**config.mk**
```make
export PLATFORM = sky130hd
export DESIGN_NAME = sks_cell
export DESIGN_NICKNAME = d
export VERILOG_FILES = /design/src/design/sorted_key_set_engine_core_macros.svh /design/src/design/sks_pkg.sv /design/src/design/sks_cell.sv
export SDC_FILE = /design/constraint.sdc
export NUM_CORES = 1
export LEC_CHECK = 0
export BUFFER_PORTS_ARGS = -buffer_cell sky130_fd_sc_hd__buf_2
export CORE_ASPECT_RATIO = 0.6
export CORE_MARGIN = 4
export CORE_UTILIZATION = 35
export DETAILED_ROUTE_END_ITERATION = 12
export GPL_TIMING_DRIVEN = 0
export PLACE_DENSITY = 0.78
export SLEW_MARGIN = 10
export SYNTH_ARGS = -nofsm -noshare
export SYNTH_HDL_FRONTEND = slang
export SYNTH_SLANG_ARGS = --single-unit
```
**constraint.sdc**
```tcl
create_clock -name clk -period 4.2 [get_ports clk]
set_input_delay 0.63 -clock clk [delete_from_list [all_inputs] [get_ports clk]]
set_output_delay 0.63 -clock clk [all_outputs]
set_load 0.01 [all_outputs]
```
**src/design/sorted_key_set_engine_core_macros.svh**
```systemverilog
// Assertion helpers for sorted_key_set_engine_core.sv.
`ifndef SORTED_KEY_SET_ENGINE_CORE_MACROS_SVH
`define SORTED_KEY_SET_ENGINE_CORE_MACROS_SVH

// Same-cycle implication, disabled while reset is asserted.
`define SKS_ASSERT_IMPLY(label, clk, rst_n, ante, cons, msg) \
    label: assert property (@(posedge clk) disable iff (!rst_n) (ante) |-> (cons)) \
        else $error(msg);

// Next-cycle implication, disabled while reset is asserted.
`define SKS_ASSERT_NEXT(label, clk, rst_n, ante, cons, msg) \
    label: assert property (@(posedge clk) disable iff (!rst_n) (ante) |=> (cons)) \
        else $error(msg);

`endif

```
**src/design/sks_pkg.sv**
```systemverilog
package sks_pkg;

    localparam int KEY_W       = 16;
    localparam int OP_W        = 2;
    localparam int COUNT_OUT_W = 9;

    // Operation codes
    localparam logic [OP_W-1:0] OP_MEMBER = 2'd0;
    localparam logic [OP_W-1:0] OP_INSERT = 2'd1;
    localparam logic [OP_W-1:0] OP_DELETE = 2'd2;

    // Control broadcast from the sequencer to every cell
    typedef struct packed {
        logic             cmp;   // latch compare flags against key
        logic             ins;   // open a slot and insert key
        logic             del;   // close the slot of the matching entry
        logic [KEY_W-1:0] key;
    } sks_cell_ctrl_t;

endpackage

```
**src/design/sks_cell.sv**
```systemverilog
// One table slot: holds a key, compares it to the broadcast key and
// shifts toward either neighbor on insert or delete.
module sks_cell
    import sks_pkg::*;
#(
    parameter int CW  = 9,
    parameter int IDX = 0
)
(
    input  logic             clk,
    input  logic             rst_n,
    input  sks_cell_ctrl_t   ctrl,
    input  logic [CW-1:0]    count,
    input  logic             prev_lt,
    input  logic [KEY_W-1:0] prev_key,
    input  logic [KEY_W-1:0] next_key,
    output logic [KEY_W-1:0] key,
    output logic             lt,
    output logic             eq
);

    logic [KEY_W-1:0] key_reg;
    logic             lt_reg;
    logic             eq_reg;
    logic             occupied;

    assign occupied = (count > CW'(IDX));

    // Compare flags, taken in the cycle a request is accepted
    always_ff @(posedge clk or negedge rst_n)
    begin
        if (!rst_n)
        begin
            lt_reg <= 1'b0;
            eq_reg <= 1'b0;
        end
        else if (ctrl.cmp)
        begin
            lt_reg <= occupied && (key_reg < ctrl.key);
            eq_reg <= occupied && (key_reg == ctrl.key);
        end
    end

    // Entries at or above the slot position move; lower ones hold
    always_ff @(posedge clk)
    begin
        if (ctrl.ins && !lt_reg)
        begin
            key_reg <= prev_lt ? ctrl.key : prev_key;
        end
        else if (ctrl.del && !lt_reg)
        begin
            key_reg <= next_key;
        end
    end

    assign key = key_reg;
    assign lt  = lt_reg;
    assign eq  = eq_reg;

endmodule

```
==> results_dict.tcl, run 1 <==
set metrics [dict create \
    outcome "complete, no violations" \
    hpwl_um 2950 \
    drt_first_iter_violations 30 \
    irDropWorstVdd_v 0.000160 \
    synth_cell_types 24 \
    cts_tree "built" \
    clock-skew-final_ns 0.00629 \
    setup-violations-final 0 \
    hold_ws_ns 0.153 \
    grt_pass1_wl_um 5410 \
    htreeDepth 1 \
    synth-main-ff-cell "edfxtp_1" \
    p_int_mw 0.386 \
    seqPwrFrac 0.439 \
    cts_resized 0 \
    netlist_instances 139 \
    final_max_slew_viol_count 0 \
    hold_viol 0 \
    fin_crit_sh 0.443 \
    die_h_um 55.5 \
    synth_top_area_cell "edfxtp_1" \
    drc 0 \
    dr.pass1.iters 3 \
    startpoint_type "input pin" \
    fin_setup_tns_ns 0 \
    power_switching_mw 0.181 \
    fp-row-count 16 \
    p_sw_frac 0.319 \
    cts_buffers 3 \
    power_mw 0.567 \
    synth.ff_latch_count 18 \
    holdBufCountCts 0 \
    syn_area_um2 1320 \
    p_leak_nw 0.958 \
    drv_cap 0 \
    postCtsSetupRepairBufs 0 \
    synth_edf_count 16 \
    grt_max_degree 17 \
    gp_congestion 0.731 \
    pre_cts_ws_ns 2.08 \
    cts_buffer_depth 2 \
    synthesis.nets 218 \
    max-slew-margin-rel 0.433 \
    path_clk_slew_ns 0.07 \
    vias 1259 \
    routed_wirelength_um 3500 \
    ys_async_sr_fraction 0.111 \
    critical_path_class "input pin to flip-flop" \
    worst_setup_path_end_kind "flip-flop" \
    design_area_um2 1820 \
    postPlaceCellArea_um2 1770 \
    largest_register_ff_count 16 \
    rsz0062_at_grt "false" \
    worstMarginPinSlew_ns 0.849 \
    worst_slack_ns 2.34 \
    worstPathRequired_ns 4.37 \
    die_w_um 87.2 \
    yosysWarnings 0 \
    min_path_type "input pin to async pin" \
    antenna_found_initial 0 \
    port_buffers 79 \
    slowest_stage "or4_1" \
    combPwrFrac 0.343 \
    gr-total-overflow 0 \
    max_stage_delay_ns 0.43 \
    ios 81 \
    synth_seq_area_share 0.403 \
    ant_nets 0 \
    synthTopCellsByArea "edfxtp_1 (37%), ha_1 (15%), mux2i_1 (12%)" \
    post_drt_wl_per_cell_um 13.1 \
    clockRootBuffer "clkbuf_8" \
    fmax_mhz 537 \
    num-nets-final 302 \
    die_area_um2 4840 \
    grt_usage 0.142 \
    synth_top_area_frac 0.365 \
    clock_sinks 18 \
    start_util 0.385 \
    cp_cell_sequence "buf_2 -> inv_1 -> ha_1 -> nor2b_1 -> o211ai_1 -> a21oi_1 -> or4_1 -> a31oi_1" \
    syn2layout_area_growth_pct 37.9 \
    power_density_nw_per_um2 312 \
    grt_pass1_vias 1206 \
    worstPathArrival_ns 2.04 \
    clock_power_share 0.219 \
    core_region_area_um2 3420 \
    drive_gt1_frac 0.387 \
    final_cell_mix "buf_2 (80), o21ai_0 (19), inv_1 (18)" \
    fin_crit_ns 1.86 \
    path_max_fanout 2 \
    insertion_delay_ns 0.25 \
    diodes 0 \
    final_common_cell "buf_2" \
    via_per_inst 4.72 \
    avgSynthCellArea_um2 9.47 \
]
-- area by class of cell --
| cell class | instances | area, um2 |
|---|---|---|
| fillers | 341 | 1610 |
| multi-input cells | 98 | 697 |
| flip-flops and latches | 18 | 531 |
| repair buffers | 79 | 395 |
| inverters | 18 | 67.6 |
| well taps | 45 | 56.3 |
| clock buffers | 3 | 41.3 |
| plain buffers | 5 | 23.8 |
| clock inverters | 1 | 3.75 |
-- synth_stat cells (all sizes together), types with 3 or more instances --
cell type / count
o21ai: 20
inv: 18
nand2: 17
edfxtp: 16
ha: 16
mux2i: 16
a21oi: 5
nor2: 5
nand4: 4
clkbuf: 3
nor2b: 3
-- cells by family after synthesis --
group	after synthesis	synth area share
multiplexers	16	0.122
buffers and inverters	23	0.0694
flip-flops	18	0.403
AND/OR/NAND/NOR	37	0.132
adder cells (fa/ha/maj)	16	0.152
AO/OA/AOI/OAI	29	0.122
-- layer usage --
metal	vias to the layer above	wire, um	global-route usage
li1	664	-	-
met1	546	1610	0.179
met2	49	1470	0.227
met3	0	419	0.0639
met4	0	0	0.0263
met5	-	0	0
-- power by group through the flow --
stage	Clock [mW]	Sequential [mW]	Combinational, mW
3_3_place_gp	0	0.251	0.194
4_1_cts	0.129	0.249	0.198
3_5_place_dp	0	0.253	0.196
6_report	0.124	0.249	0.194
2_1_floorplan	0	0.265	0.0974
5_1_grt	0.135	0.253	0.221
-- per-stage QoR --
step | cells | utilization
after floorplan | 139 | -
after global placement | 263 | 0.516
after detailed placement | 263 | 0.517
after CTS | 267 | 0.530
after global routing | 267 | 0.530
final | 267 | 0.530
-- worst max-delay path: cells and delay by family --
kind / cells / cell delay [ns]
fa+ha+maj: 1 / 0.30
simple gates: 2 / 0.57
compound gates: 3 / 0.42
buf+inv: 2 / 0.13
-- worst paths after layout --
path                       cells after the start    start  end  slack (ns)
min reg2reg                                    2       eq   eq        0.53
min                                            1    rst_n   eq        0.15
max reg2reg                                    6   key[1]   lt        2.42
max                                            8  ctrl[1]   lt        2.34
max in group asynchronous                      1    rst_n   lt        3.95
min in group clk                               2       eq   eq        0.53
No activity file was read; power rests on OpenSTA's default activity.
==> run 2, diff against run 1 <==
Clock period 4.2 ns to 1.8 ns, I/O delays scaled along.
==> run 2 against run 1 <==
  * Clock-buffer cell count unchanged
  * Final cell count up 0.37%
  * Die area unchanged
  * Worst hold slack better by 0.099 ns
  * Sequential cell count unchanged
  * Wire length up 1.3%
  * Critical endpoint unchanged
==> results_dict.tcl, run 2 (synthesis results as in run 1) <==
set metrics [dict create \
    postCtsSetupRepairBufs 0 \
    dr.pass1.iters 4 \
    syn2layout_area_growth_pct 40.9 \
    clockRootBuffer "clkbuf_8" \
    fin_crit_sh 0.977 \
    htreeDepth 1 \
    critical_path_class "flip-flop to flip-flop" \
    fmax_mhz 568 \
    irDropWorstVdd_v 0.000372 \
    clock_sinks 18 \
    num-nets-final 303 \
    cp_top_family "simple AND/OR/NAND/NOR gates" \
    reg2reg_depth 6 \
    vias 1270 \
    core_region_area_um2 3420 \
    pre_cts_ws_ns 0.0386 \
    cp.buffers_inverters 0 \
    largest_register_ff_count 16 \
    grt_max_degree 17 \
    cts_tree "built" \
    fin_util 0.542 \
    hpwl_um 2950 \
    drive_gt1_frac 0.399 \
    grt_usage 0.143 \
    worstMarginPinSlew_ns 0.835 \
    die_area_um2 4840 \
    final_common_cell "buf_2" \
    path_max_fanout 2 \
    grt_pass1_vias 1215 \
    cp_cell_sequence "ha_4 -> nor2b_1 -> o211ai_1 -> a21oi_1 -> or4_1 -> a31oi_1" \
    setup-violations-final 0 \
    outcome "complete, no violations" \
    cts_buffer_depth 2 \
    fin_crit_ns 1.76 \
    port_buffers 79 \
    path_clk_slew_ns 0.07 \
    insertion_delay_ns 0.25 \
    via_per_inst 4.74 \
    max-slew-margin-rel 0.443 \
    die_w_um 87.2 \
    hold_viol 0 \
    max_stage_delay_ns 0.45 \
    power_density_nw_per_um2 724 \
    worstPathRequired_ns 1.97 \
    clock-skew-final_ns 0.00293 \
    min-delay-start "ctrl[18]" \
    diodes 0 \
    final_cell_mix "buf_2 (80), o21ai_0 (19), inv_1 (18)" \
    startpoint_type "flip-flop" \
    hold_ws_ns 0.252 \
    final_max_slew_viol_count 0 \
    r2r_start "key[1]" \
    gp_congestion 0.731 \
    drt_first_iter_violations 21 \
    final_cells 268 \
    cts_buffers 3 \
    holdPathStages 2 \
    drc 0 \
    worst_setup_path_end_kind "flip-flop" \
    routed_wirelength_um 3550 \
    ant_nets 0 \
    post_drt_wl_per_cell_um 13.2 \
    hold_path_end "eq" \
    gr-total-overflow 0 \
    ios 81 \
    worstPathArrival_ns 1.93 \
    antenna_found_initial 0 \
    rr_endpoint "lt" \
    slowest_stage "edfxtp_1" \
    grt_pass1_wl_um 5430 \
    worst_slack_ns 0.0406 \
    reg2reg_slack_ns 0.04 \
    placed_cells_incl_taps 263 \
    drv_cap 0 \
    fp-row-count 16 \
    die_h_um 55.5 \
    min_path_type "input pin to flip-flop" \
    start_util 0.385 \
    power_mw 1.34 \
    p_leak_nw 0.963 \
]
[run 2: cell types whose count changed in the layout (fill, tap and decap cells not counted), sizes merged]
cell,before,now
dlygate4sd3,0,1
[run 2: worst max-delay path by stage]
stage / depth (start not counted) / end / start / slack [ns]
finish: 6 / lt / key[1] / 0.04
global route: 5 / lt / key[9] / -0.02
CTS: 6 / lt / key[1] / 0.02
detailed placement: 7 / lt / ctrl[11] / 0.04
global placement: 1 / key[8] / lt / -0.10
floorplan: 6 / lt / key[1] / 0.13
[run 2: cell type report]
type	count	area [um2]
buffer	5	23.8
timing repair buffer	80	405
clock inverter	1	3.75
sequential	18	531
clock buffer	3	41.3
multi-input combinational	98	726
inverter	18	67.6
fill	338	1570
tap	45	56.3
[run 2: per-layer routing]
metal	global-route usage	vias up	wire length (um)	share of wire
met5	0	-	0	0
met4	0.0263	0	0	0
met3	0.0624	0	406	0.11
met2	0.229	49	1510	0.43
met1	0.180	555	1630	0.46
li1	-	666	-	-
[run 2: timing repair]
| action | in CTS | in global routing |
|---|---|---|
| resized for setup | 0 | 3 |
| hold endpoints to repair | 2 | 0 |
| hold buffers | 1 | 0 |
| setup endpoints to repair | 0 | 1 |
[run 2: metrics by stage]
step                TNS, ns  cell area (um2)
floorplan                 0             1320
global placement      -1.63             1770
detailed placement        0             1770
CTS                       0             1830
global route        -0.0165             1850
finish                    0             1850
[run 2: power by group]
| group | internal [mW] | total, mW | switching (mW) |
|---|---|---|---|
| Clock | 0.152 | 0.290 | 0.139 |
| Combinational | 0.213 | 0.469 | 0.255 |
| Sequential | 0.546 | 0.584 | 0.0378 |
==> run 3, diff against run 2 <==
Settings changed: CTS_BUF_LIST set to sky130_fd_sc_hd__clkbuf_4 sky130_fd_sc_hd__clkbuf_8.
Clock period 1.8 ns to 2 ns, I/O delays scaled along.
==> run 3 against run 2 <==
  * Critical path depth unchanged
  * Critical endpoint unchanged
  * Sequential power decreased by 11%
  * Highest routed layer unchanged
  * Cell area is 1.6% lower
  * Largest cell class unchanged
  * Clock skew rose by 0.0034 ns
==> results_dict.tcl, run 3 (synthesis results as in run 1) <==
set metrics [dict create \
    ant_nets 0 \
    cts_buffers 3 \
    die_area_um2 4840 \
    worstPathArrival_ns 1.96 \
    top_layer "met3" \
    final_common_cell "buf_2" \
    path_clk_slew_ns 0.07 \
    hold_viol 0 \
    grt_pass1_wl_um 5430 \
    antenna_found_initial 0 \
    power_density_nw_per_um2 653 \
    final_cell_mix "buf_2 (80), o21ai_0 (19), inv_1 (18)" \
    largest_register_ff_count 16 \
    cts_buffer_depth 2 \
    die_h_um 55.5 \
    path_max_fanout 2 \
    ios 81 \
    power_switching_mw 0.381 \
    drive_gt1_frac 0.386 \
    irDropWorstVdd_v 0.000337 \
    p_leak_nw 0.962 \
    cts_tree "built" \
    syn2layout_area_growth_pct 38.7 \
    r2r_start "key[1]" \
    seqCellArea_um2 531 \
    setup-violations-final 0 \
    core_region_area_um2 3420 \
    postCtsSetupRepairBufs 0 \
    combPwrFrac 0.343 \
    clock_power_share 0.218 \
    min-delay-start "ctrl[18]" \
    fin_crit_sh 0.892 \
    seqPwrFrac 0.438 \
    wl_met2_um 1480 \
    fmax_mhz 561 \
    die_w_um 87.2 \
    rsz0062_at_grt "false" \
    grt_usage 0.143 \
    clockRootBuffer "clkbuf_8" \
    grt_pass1_vias 1215 \
    fin_crit_ns 1.78 \
    clock_sinks 18 \
    multi_input_area_um2 697 \
    dr.pass1.iters 3 \
    worstMarginPinSlew_ns 0.850 \
    critical_path_class "flip-flop to flip-flop" \
    drc 0 \
    worstPathRequired_ns 2.17 \
    p_int_mw 0.812 \
    min_path_type "input pin to flip-flop" \
    post_drt_wl_per_cell_um 13.1 \
    p_sw_frac 0.319 \
    final_max_slew_viol_count 0 \
    clock-skew-final_ns 0.00629 \
    max-slew-margin-rel 0.433 \
    num-nets-final 303 \
    port_buffers 79 \
    fp-row-count 16 \
    drt-met1-wl_um 1630 \
    cp-startpoint "key[1]" \
    vias 1263 \
    htreeDepth 1 \
    gp_congestion 0.731 \
    routed_wirelength_um 3520 \
    insertion_delay_ns 0.25 \
    dr_wl_met3_um 408 \
    gr-total-overflow 0 \
    start_util 0.385 \
    outcome "complete, no violations" \
    fin_setup_tns_ns 0 \
    fin_util 0.533 \
    hpwl_um 2950 \
    via_per_inst 4.71 \
    fillers 340 \
    startpoint_type "flip-flop" \
    diodes 0 \
    worst_setup_path_end_kind "flip-flop" \
    grt_max_degree 17 \
    drv_cap 0 \
    drt_first_iter_violations 32 \
]
[run 3: changes by cell type in the layout (fill, tap and decap cells not counted)]
cell | before | now
ha_1 | 14 | 16
ha_4 | 2 | 0
a21oi_2 | 1 | 0
a21oi_1 | 4 | 5
[run 3: final timing paths]
path / depth (start not counted) / slack [ns] / endpoint
setup / recovery: 6 / 0.22 / lt
hold reg to reg: 2 / 0.53 / eq
min in group asynchronous: 2 / 0.38 / eq
max in group asynchronous: 2 / 1.53 / lt
hold / removal: 2 / 0.29 / eq
setup reg to reg: 6 / 0.22 / lt
[run 3: power by group through the flow]
stage / sequential [mW] / combinational, mW / clock, mW
3_5_place_dp: 0.531 / 0.412 / 0
2_1_floorplan: 0.556 / 0.205 / 0
6_report: 0.522 / 0.409 / 0.260
3_3_place_gp: 0.528 / 0.406 / 0
5_1_grt: 0.532 / 0.466 / 0.283
4_1_cts: 0.523 / 0.416 / 0.271
[run 3: critical path, cell delays in order (launching register included)]
cell and delay (ns):
edfxtp_1 0.42, ha_1 0.31, nor2b_1 0.14, o211ai_1 0.16
a21oi_1 0.09, or4_1 0.43, a31oi_1 0.17
[run 3: area by class of cell]
cell class / instances / share of cell area
clock inverters: 1 / 0.00206
multi-input cells: 98 / 0.382
well taps: 45 / 0.0308
plain buffers: 5 / 0.0130
inverters: 18 / 0.0370
flip-flops and latches: 18 / 0.291
clock buffers: 3 / 0.0226
repair buffers: 80 / 0.222
[run 3: repair_timing]
action | CTS | global route
hold endpoints to repair | 2 | 0
hold buffers | 1 | 0
gates resized for setup | 0 | 0
[run 3: metal layers]
metal,vias up,track usage
met4,0,0.0263
met5,-,0
met2,49,0.229
met3,0,0.0624
met1,548,0.180
li1,666,-
[run 3: metrics by stage]
| stage | hold WS (ns) | cells | area (um2) | power, mW | worst slack, ns |
|---|---|---|---|---|---|
| finish | 0.286 | 268 | 1830 | 1.19 | 0.216 |
| global placement | 0.0913 | 263 | 1770 | 0.934 | 0.0722 |
| detailed placement | 0.0901 | 263 | 1770 | 0.943 | 0.209 |
| CTS | 0.282 | 268 | 1830 | 1.21 | 0.221 |
| global route | 0.316 | 268 | 1830 | 1.28 | 0.148 |
| floorplan | 0.00441 | 139 | 1320 | 0.761 | 0.327 |
